### src/hw/rtl/twfm_pkg.sv
// Package for the tile wipe and fade mask engine.
// Holds grid constants, codes, state and the command and status types.
// Used by every module of the block except twfm_ram; depends on nothing.
package twfm_pkg;

    localparam int COLS     = 20;
    localparam int ROWS     = 15;
    localparam int CELLS    = ROWS * COLS;
    localparam int ADDR_W   = $clog2(CELLS);
    localparam int COL_W    = $clog2(COLS);
    localparam int ROW_W    = 4;
    localparam int IN_COL_W = 6;
    localparam int WAVE_W   = 7;
    localparam int LVL_W    = 4;
    localparam int ENTRY_W  = LVL_W + 1;
    localparam int DIR_W    = 3;
    localparam int ACT_W    = 2;

    localparam logic [LVL_W-1:0] LVL_MAX = 4'd15;
    localparam logic [7:0] LAST_ROW = 8'd14;
    localparam logic [ROW_W-1:0] HALF_ROWS = 4'd7;

    localparam logic [DIR_W-1:0] PAT_LEFT    = 3'd0;
    localparam logic [DIR_W-1:0] PAT_UP      = 3'd1;
    localparam logic [DIR_W-1:0] PAT_RIGHT   = 3'd2;
    localparam logic [DIR_W-1:0] PAT_DOWN    = 3'd3;
    localparam logic [DIR_W-1:0] PAT_DIAMOND = 3'd4;

    typedef enum logic [ACT_W-1:0] {
        ACT_TICK      = 2'd0,
        ACT_START_IN  = 2'd1,
        ACT_START_OUT = 2'd2,
        ACT_READ      = 2'd3
    } action_t;

    typedef enum logic [1:0] {
        MODE_IDLE = 2'd0,
        MODE_IN   = 2'd1,
        MODE_OUT  = 2'd2
    } mode_t;

    typedef enum logic [2:0] {
        ST_CLEAR,
        ST_IDLE,
        ST_FILL,
        ST_TICK,
        ST_DRAIN,
        ST_RESULT
    } state_t;

    typedef struct packed {
        logic accept;
        logic sweep_write;
        logic sweep_read;
        logic tick_finish;
        logic load_result;
    } cmd_t;

    typedef struct packed {
        logic last;
        logic active;
        logic out_free;
    } status_t;

endpackage

### src/hw/rtl/twfm_ram.sv
// Generic single-write, single-read RAM with a registered read port.
// Stands alone; used for the cell store of the wipe engine.
module twfm_ram #(
    parameter int WIDTH = 8,
    parameter int DEPTH = 256
) (
    input  logic                     aclk,
    input  logic                     wr_en,
    input  logic [$clog2(DEPTH)-1:0] wr_addr,
    input  logic [WIDTH-1:0]         wr_data,
    input  logic                     rd_en,
    input  logic [$clog2(DEPTH)-1:0] rd_addr,
    output logic [WIDTH-1:0]         rd_data
);

    logic [WIDTH-1:0] mem_reg [DEPTH];
    logic [WIDTH-1:0] rd_data_reg;

    always_ff @(posedge aclk) begin
        if (wr_en) begin
            mem_reg[wr_addr] <= wr_data;
        end
        if (rd_en) begin
            rd_data_reg <= mem_reg[rd_addr];
        end
    end

    assign rd_data = rd_data_reg;

endmodule

### src/hw/rtl/twfm_ctrl.sv
// Controller state machine of the wipe engine: sequences clear, fill,
// tick sweeps and result hand-off. Depends on twfm_pkg.
module twfm_ctrl import twfm_pkg::*; (
    input  logic             aclk,
    input  logic             aresetn,
    input  logic             s_valid,
    input  logic [ACT_W-1:0] s_action,
    output logic             s_ready,
    input  status_t          status,
    output cmd_t             cmd
);

    state_t state_reg, state_next;

    always_ff @(posedge aclk) begin
        if (!aresetn) begin
            state_reg <= ST_CLEAR;
        end else begin
            state_reg <= state_next;
        end
    end

    always_comb begin
        state_next = state_reg;
        cmd        = '0;
        s_ready    = 1'b0;
        unique case (state_reg)
            ST_CLEAR: begin
                cmd.sweep_write = 1'b1;
                if (status.last) begin
                    state_next = ST_IDLE;
                end
            end
            ST_IDLE: begin
                s_ready = 1'b1;
                if (s_valid) begin
                    cmd.accept = 1'b1;
                    unique case (action_t'(s_action)) inside
                        ACT_TICK:                    state_next = status.active ? ST_TICK
                                                                                : ST_RESULT;
                        ACT_START_IN, ACT_START_OUT: state_next = ST_FILL;
                        ACT_READ:                    state_next = ST_RESULT;
                        default:                     state_next = ST_RESULT;
                    endcase
                end
            end
            ST_FILL: begin
                cmd.sweep_write = 1'b1;
                if (status.last) begin
                    state_next = ST_RESULT;
                end
            end
            ST_TICK: begin
                cmd.sweep_read = 1'b1;
                if (status.last) begin
                    state_next = ST_DRAIN;
                end
            end
            ST_DRAIN: begin
                cmd.tick_finish = 1'b1;
                state_next      = ST_RESULT;
            end
            ST_RESULT: begin
                if (status.out_free) begin
                    cmd.load_result = 1'b1;
                    state_next      = ST_IDLE;
                end
            end
            default: begin
                state_next = ST_CLEAR;
            end
        endcase
    end

endmodule

### src/hw/rtl/twfm_dp.sv
// Datapath of the wipe engine: fade state, sweep counters, cell store,
// wavefront test, level stepping and the result register.
// Depends on twfm_pkg and twfm_ram.
module twfm_dp import twfm_pkg::*; (
    input  logic                aclk,
    input  logic                aresetn,
    input  cmd_t                cmd,
    output status_t             status,
    input  logic [ACT_W-1:0]    s_action,
    input  logic [DIR_W-1:0]    s_direction,
    input  logic [ROW_W-1:0]    s_cell_row,
    input  logic [IN_COL_W-1:0] s_cell_col,
    output logic                m_valid,
    input  logic                m_ready,
    output logic                m_fading,
    output logic                m_done_flag,
    output logic [LVL_W-1:0]    m_level
);

    mode_t              mode_reg, mode_next;
    logic [DIR_W-1:0]   pattern_reg, pattern_next;
    logic [WAVE_W-1:0]  wave_reg, wave_next, wave_inc;
    logic               complete_reg, complete_next;

    logic [ADDR_W-1:0]  addr_reg, addr_next;
    logic [ROW_W-1:0]   row_reg, row_next;
    logic [COL_W-1:0]   col_reg, col_next;
    logic               wb_valid_reg;
    logic [ADDR_W-1:0]  wb_addr_reg;
    logic [ROW_W-1:0]   wb_row_reg;
    logic [COL_W-1:0]   wb_col_reg;

    logic               is_read_reg, in_grid_reg;
    logic               m_valid_reg;
    logic               m_fading_reg, m_done_reg;
    logic [LVL_W-1:0]   m_level_reg;

    logic               fade_in, in_grid, rd_en, wr_en, front, mark_new;
    logic [ADDR_W-1:0]  item_addr, rd_addr, wr_addr;
    logic [ENTRY_W-1:0] wr_data, rd_data;
    logic [LVL_W-1:0]   lvl_old, lvl_new, fill_level;
    logic [7:0]         i8, j8, c8, v8, h8;

    assign fade_in    = (mode_reg == MODE_IN);
    assign fill_level = fade_in ? LVL_MAX : '0;
    assign in_grid    = (s_cell_row < ROW_W'(ROWS)) && ({1'b0, s_cell_col} < 7'(COLS));
    assign item_addr  = ADDR_W'(s_cell_row) * ADDR_W'(COLS) + ADDR_W'(s_cell_col);

    // Wavefront test for the cell in the write-back stage.
    always_comb begin
        i8 = 8'(wb_row_reg);
        j8 = 8'(wb_col_reg);
        c8 = 8'(wave_reg);
        v8 = (wb_row_reg < HALF_ROWS) ? i8 : LAST_ROW - i8;
        h8 = (wb_col_reg < COL_W'(COLS / 2)) ? j8 : 8'(COLS - 1) - j8;
        case (pattern_reg)
            PAT_LEFT:    front = (j8 + c8 == 8'(COLS - 1));
            PAT_UP:      front = (i8 + c8 == LAST_ROW);
            PAT_RIGHT:   front = (j8 == c8);
            PAT_DOWN:    front = (i8 == c8);
            PAT_DIAMOND: front = fade_in ? (v8 + h8 + c8 == 8'(COLS - 1))
                                         : (v8 + h8 == c8);
            default:     front = 1'b0;
        endcase
    end

    always_comb begin
        lvl_old  = rd_data[LVL_W-1:0];
        mark_new = rd_data[LVL_W] | front;
        lvl_new  = lvl_old;
        if (mark_new) begin
            if (fade_in) begin
                if (lvl_old != '0) begin
                    lvl_new = lvl_old - 1'b1;
                end
            end else if (lvl_old != LVL_MAX) begin
                lvl_new = lvl_old + 1'b1;
            end
        end
    end

    always_comb begin
        rd_en   = cmd.sweep_read || (cmd.accept && action_t'(s_action) == ACT_READ);
        rd_addr = cmd.sweep_read ? addr_reg : item_addr;
        wr_en   = cmd.sweep_write || wb_valid_reg;
        wr_addr = cmd.sweep_write ? addr_reg : wb_addr_reg;
        wr_data = cmd.sweep_write ? {1'b0, fill_level} : {mark_new, lvl_new};
    end

    twfm_ram #(
        .WIDTH (ENTRY_W),
        .DEPTH (CELLS)
    ) u_cells (
        .aclk    (aclk),
        .wr_en   (wr_en),
        .wr_addr (wr_addr),
        .wr_data (wr_data),
        .rd_en   (rd_en),
        .rd_addr (rd_addr),
        .rd_data (rd_data)
    );

    // Sweep address counters walk the grid in row-major order.
    always_comb begin
        addr_next = addr_reg;
        row_next  = row_reg;
        col_next  = col_reg;
        if (cmd.accept) begin
            addr_next = '0;
            row_next  = '0;
            col_next  = '0;
        end else if (cmd.sweep_write || cmd.sweep_read) begin
            addr_next = addr_reg + 1'b1;
            if (col_reg == COL_W'(COLS - 1)) begin
                col_next = '0;
                row_next = row_reg + 1'b1;
            end else begin
                col_next = col_reg + 1'b1;
            end
        end
    end

    always_comb begin
        mode_next     = mode_reg;
        pattern_next  = pattern_reg;
        wave_next     = wave_reg;
        complete_next = complete_reg;
        wave_inc      = wave_reg + 1'b1;
        if (cmd.accept && action_t'(s_action) == ACT_START_IN) begin
            mode_next     = MODE_IN;
            pattern_next  = s_direction;
            wave_next     = '0;
            complete_next = 1'b0;
        end else if (cmd.accept && action_t'(s_action) == ACT_START_OUT) begin
            mode_next    = MODE_OUT;
            pattern_next = s_direction;
            wave_next    = '0;
        end else if (cmd.tick_finish) begin
            wave_next = wave_inc;
            if (fade_in) begin
                complete_next = 1'b0;
            end
            if (wave_inc > WAVE_W'(16 + COLS)) begin
                mode_next = MODE_IDLE;
                if (!fade_in) begin
                    complete_next = 1'b1;
                end
            end
        end
    end

    always_ff @(posedge aclk) begin
        if (!aresetn) begin
            mode_reg     <= MODE_IDLE;
            pattern_reg  <= '0;
            wave_reg     <= '0;
            complete_reg <= 1'b0;
            addr_reg     <= '0;
            row_reg      <= '0;
            col_reg      <= '0;
            wb_valid_reg <= 1'b0;
            m_valid_reg  <= 1'b0;
        end else begin
            mode_reg     <= mode_next;
            pattern_reg  <= pattern_next;
            wave_reg     <= wave_next;
            complete_reg <= complete_next;
            addr_reg     <= addr_next;
            row_reg      <= row_next;
            col_reg      <= col_next;
            wb_valid_reg <= cmd.sweep_read;
            if (cmd.load_result) begin
                m_valid_reg <= 1'b1;
            end else if (m_ready) begin
                m_valid_reg <= 1'b0;
            end
        end
    end

    always_ff @(posedge aclk) begin
        wb_addr_reg <= addr_reg;
        wb_row_reg  <= row_reg;
        wb_col_reg  <= col_reg;
        if (cmd.accept) begin
            is_read_reg <= (action_t'(s_action) == ACT_READ);
            in_grid_reg <= in_grid;
        end
        if (cmd.load_result) begin
            m_fading_reg <= (mode_reg != MODE_IDLE);
            m_done_reg   <= complete_reg;
            m_level_reg  <= (is_read_reg && in_grid_reg) ? rd_data[LVL_W-1:0] : '0;
        end
    end

    assign status.last     = (addr_reg == ADDR_W'(CELLS - 1));
    assign status.active   = (mode_reg != MODE_IDLE);
    assign status.out_free = !m_valid_reg || m_ready;

    assign m_valid     = m_valid_reg;
    assign m_fading    = m_fading_reg;
    assign m_done_flag = m_done_reg;
    assign m_level     = m_level_reg;

endmodule

### src/hw/rtl/tile_wipe_fade_mask.sv
// Top level of the tile wipe and fade mask engine.
// Joins the controller twfm_ctrl and the datapath twfm_dp; depends on twfm_pkg.
//
// The grid of 15 rows by COLS columns lives in one RAM of 15*COLS entries, each
// holding a started mark and a 4-bit level. Every cell is visited once per
// tick or start request, through the one write port and the one read port of
// the RAM. A read request or a tick while no fade runs skips the sweep. After
// reset the block clears the RAM before it raises s_ready. One result is
// returned per request and reflects the state after that request.
module tile_wipe_fade_mask import twfm_pkg::*; (
    input  logic                aclk,
    input  logic                aresetn,
    input  logic                s_valid,
    output logic                s_ready,
    input  logic [ACT_W-1:0]    s_action,
    input  logic [DIR_W-1:0]    s_direction,
    input  logic [ROW_W-1:0]    s_cell_row,
    input  logic [IN_COL_W-1:0] s_cell_col,
    output logic                m_valid,
    input  logic                m_ready,
    output logic                m_fading,
    output logic                m_done_flag,
    output logic [LVL_W-1:0]    m_level
);

    cmd_t    cmd;
    status_t status;

    twfm_ctrl u_ctrl (
        .aclk     (aclk),
        .aresetn  (aresetn),
        .s_valid  (s_valid),
        .s_action (s_action),
        .s_ready  (s_ready),
        .status   (status),
        .cmd      (cmd)
    );

    twfm_dp u_dp (
        .aclk        (aclk),
        .aresetn     (aresetn),
        .cmd         (cmd),
        .status      (status),
        .s_action    (s_action),
        .s_direction (s_direction),
        .s_cell_row  (s_cell_row),
        .s_cell_col  (s_cell_col),
        .m_valid     (m_valid),
        .m_ready     (m_ready),
        .m_fading    (m_fading),
        .m_done_flag (m_done_flag),
        .m_level     (m_level)
    );

endmodule

### config.mk
export PLATFORM = sky130hd
export DESIGN_NAME = tile_wipe_fade_mask
export DESIGN_NICKNAME = d
export VERILOG_FILES = /design/src/hw/rtl/twfm_pkg.sv /design/src/hw/rtl/twfm_ram.sv /design/src/hw/rtl/twfm_ctrl.sv /design/src/hw/rtl/twfm_dp.sv /design/src/hw/rtl/tile_wipe_fade_mask.sv
export SDC_FILE = /design/constraint.sdc
export NUM_CORES = 2
export LEC_CHECK = 0
export ABC_AREA = 1
export CAP_MARGIN = 10
export CORE_ASPECT_RATIO = 1.2
export CORE_MARGIN = 8
export CORE_UTILIZATION = 50
export DETAILED_ROUTE_END_ITERATION = 12
export DONT_BUFFER_PORTS = 1
export PLACE_DENSITY = 0.62
export SETUP_SLACK_MARGIN = 0.5
export SLEW_MARGIN = 10
export SYNTH_ARGS = -nofsm -noshare
export SYNTH_HDL_FRONTEND = slang
export SYNTH_SLANG_ARGS = --single-unit
export TNS_END_PERCENT = 10
### constraint.sdc
create_clock -name aclk -period 42.8 [get_ports aclk]
set_input_delay 2.14 -clock aclk [delete_from_list [all_inputs] [get_ports aclk]]
set_output_delay 2.14 -clock aclk [all_outputs]
set_load 0.01 [all_outputs]
==> results.md <==
- Outcome: finished clean
- Worst slack, placed: between 30 and 40 ns
- Share of post-route cells with drive strength above 1: 0.0453
- Synth area leader: edfxtp_1
- Die Span Y: 425 um
- Data required, critical path: between 40 and 50 ns
- GRT Total Usage: 0.240
- Max-slew headroom: 0.147
- Worst Hold Endpoint: u_dp.wb_row_reg[3]$_DFF_P_
- Slowest stage delay, CP: 0.85 ns
- Vias: approximately 48000
- Vias in the first global route: approximately 46000
- Initial Util: 0.502
- Antenna violations before repair: 3
- Count of antenna-violating nets left after detailed routing: 0
- First-pass GRT wire length: between 200 and 300 mm
- CTS Buf Count: ~150
- Leak: roughly 30 nW
- R2R Path End: u_dp.u_cells.mem_reg[107][2]$_DFFE_PP_
- Internal reg-to-reg setup slack: between 30 and 40 ns
- Worst vdd ir: about 36 uV
- Longest Clk Path Bufs: 3
- Area share of the largest cell type after synthesis: 0.651
- Post-CTS Setup Bufs: 0
- Layout area overhead: 8.59%
- Post-route setup TNS: 0 ns
- Vias per cell: 5.53
- Post-synthesis average cell area: between 10 and 15 um2
- Slowest CP cell: buf_4
- Worst setup EP type: flop
- FMAX: about 0.15 GHz
- Critical path class: flop to flop
- FF+latch count, synth: roughly 1600
- Commonest non-fill, non-tap cell in the layout: nand2_1
- Clk_skew: 0.0240 ns
- Sequential area share after synthesis: 0.667
- Largest net degree at the start of global routing: between 200 and 250
- Critical R2R Launch: u_dp.wb_col_reg[1]$_DFF_P_
- Synth Net Count: a little under 7000
- Cells after Synth: 6792
- First drt pass iteration count: 6
- Power density cells: 46.6 mW/mm2
- Htree depth: 4
- Clock sink total: 1567
- Cell breakdown of the critical path: inv_1 > a31oi_1 > xor2_1 > ha_1 > inv_1 > fa_1 > o21ai_0 > xnor2_1 > inv_1 > ha_1 > a21oi_1 > or2_2 > nand3_1 > xor2_1 > inv_1 > nand2_1 > nand2_1 > nand2_1 > nand4_1 > nand2_1 > nand3_1 > nand2_4 > buf_4 > buf_4
- Row Count: 150
- Yosys cell types: 45
- Clock transition at path regs: ~0.060 ns
- Grt ovf: 0
- Worst Setup Start Kind: flop
- HP Start: u_dp.row_reg[3]$_SDFFE_PP0P_
- Worst slew pin tran: around 1.3 ns
- Die Wd: approximately 360 um
- Fill cell count: 12100
- Crit path time final: between 6 and 7 ns
- Core Region: 0.139 mm2
- WL final: around 180 mm
- CP max FO: 82
- Final Hold Viols: 0
- Crit path buf inv count: 6
- Critical path arrival: approximately 7.3 ns
- Top delay family on crit path: simple AND/OR/NAND/NOR gates
- CTS Root Cell: clkbuf_16
- Placer Congestion: roughly 0.86
- Post-route setup slack: roughly 36 ns
- # DRC: 0
- Final cycle utilization of the critical path: 0.161
- Die area: between 0.15 and 0.2 mm2
- Max Cap Viol: 0
- Hold Path Cell Cnt: 0
- Synth async-reset ratio: 0
- Mapped cell area: between 0.06 and 0.07 mm2
- Most frequent cells in the layout: nand2_1 (1672), edfxtp_1 (1513), nand3_1 (1144), inv_1 (990), nor2_1 (490)
- Max Slew Vio Count: 0
- RSZ-0062 raised after global routing: no
- Hold WC Path Type: flop to flop
- Synth warnings: 0
- Ports: 27
- Initial drt markers: about 4800
- Synth top area cells: edfxtp_1 (65%), nand2_1 (9.1%), nand3_1 (8.2%)
- Latest clock arrival within the worst-skew pair: between 0.7 and 0.8 ns
- Cell depth of the worst flop-to-flop path: 24
- Setup violators final: 0
- Max reg flops: 1500
- Hold_buf cts: 0
- Ys flop type: edfxtp_1
- Wire per inst: 21.4 um
- Gates resized, CTS repair: 0
- Dpl hpwl: 102 mm
- Final Util: 0.545
- NumNets Final: ~6700
- CTS tree: built
- Post-synth EDFFs: ~1500
- # port buffers: 0
==> where the power goes <==
part | internal, mW | switching, mW
registers | 1.74 | 0.00867
clock network | 0.738 | 0.565
logic | 0.0904 | 0.384
total | 2.57 | 0.957
==> kinds of logic after synthesis <==
logic type	share of synthesized area
simple gates	0.209
flops	0.667
buf+inv	0.0791
fa+ha+maj	0.00944
compound gates	0.0309
xor+xnor	0.00439
==> per-stage QoR <==
step | area (um2) | power (mW) | std cells | hold slack [ns]
after floorplan | 69700 | 2.07 | 6792 | 0.331
after global placement | 71000 | 2.25 | 8308 | 0.335
after detailed placement | 71000 | 2.26 | 8308 | 0.337
after CTS | 75700 | 3.55 | 8582 | 0.349
after global routing | 75700 | 3.64 | 8582 | 0.363
final | 75700 | 3.53 | 8583 | 0.347
==> cells in the mapped netlist, types with 5 or more instances <==
| cell type | number |
|---|---|
| nand2_1 | 1687 |
| edfxtp_1 | 1513 |
| nand3_1 | 1145 |
| inv_1 | 991 |
| nor2_1 | 490 |
| buf_2 | 235 |
| o21ai_0 | 139 |
| clkbuf_1 | 109 |
| o211ai_1 | 74 |
| dfxtp_1 | 54 |
| ha_1 | 43 |
| o221ai_1 | 42 |
| a21oi_1 | 41 |
| nand3b_1 | 35 |
| xor2_1 | 29 |
| nand4_1 | 23 |
| nor3_1 | 22 |
| o21ai_1 | 18 |
| buf_4 | 16 |
| o22ai_1 | 13 |
| buf_1 | 8 |
| or2_2 | 8 |
| nor4_1 | 7 |
| fa_1 | 6 |
| xnor2_1 | 6 |
| a211oi_1 | 5 |
==> how the worst max path moves through the flow <==
stage                               start                                      to  slack (ns)  cells past startpoint
6_report       u_dp.wb_col_reg[1]$_DFF_P_  u_dp.u_cells.mem_reg[107][2]$_DFFE_PP_       35.93                     24
5_1_grt        u_dp.wb_col_reg[1]$_DFF_P_  u_dp.u_cells.mem_reg[110][2]$_DFFE_PP_       35.47                     24
4_1_cts        u_dp.wb_col_reg[1]$_DFF_P_   u_dp.u_cells.mem_reg[99][2]$_DFFE_PP_       35.94                     24
3_5_place_dp   u_dp.wb_col_reg[1]$_DFF_P_   u_dp.u_cells.mem_reg[96][2]$_DFFE_PP_       35.99                     24
3_3_place_gp   u_dp.wb_col_reg[1]$_DFF_P_   u_dp.u_cells.mem_reg[96][2]$_DFFE_PP_       35.98                     24
2_1_floorplan  u_dp.wb_col_reg[1]$_DFF_P_    u_dp.u_cells.mem_reg[0][1]$_DFFE_PP_       25.27                     22
==> metal layers <==
layer	part of all wire	GRT usage	wire, um	up-vias
met3	0.068	0.0350	12500	363
met1	0.41	0.317	74800	23100
met2	0.49	0.403	89600	1771
li1	-	-	-	22300
met4	0.037	0.0903	6870	0
met5	0	0	0	-
==> final cells by class <==
type,count,area (um2),share of cell area
Sequential cell,1567,46500,0.614
Clock inverter,68,551,0.00727
Timing Repair Buffer,63,561,0.00740
Antenna cell,1,2.50,0.0000330
Inverter,998,3760,0.0497
Clock buffer,206,4220,0.0557
Multi-Input combinational cell,3856,17800,0.236
Tap cell,1824,2280,0.0301
Note: power is estimated with default switching activity, not from simulation.
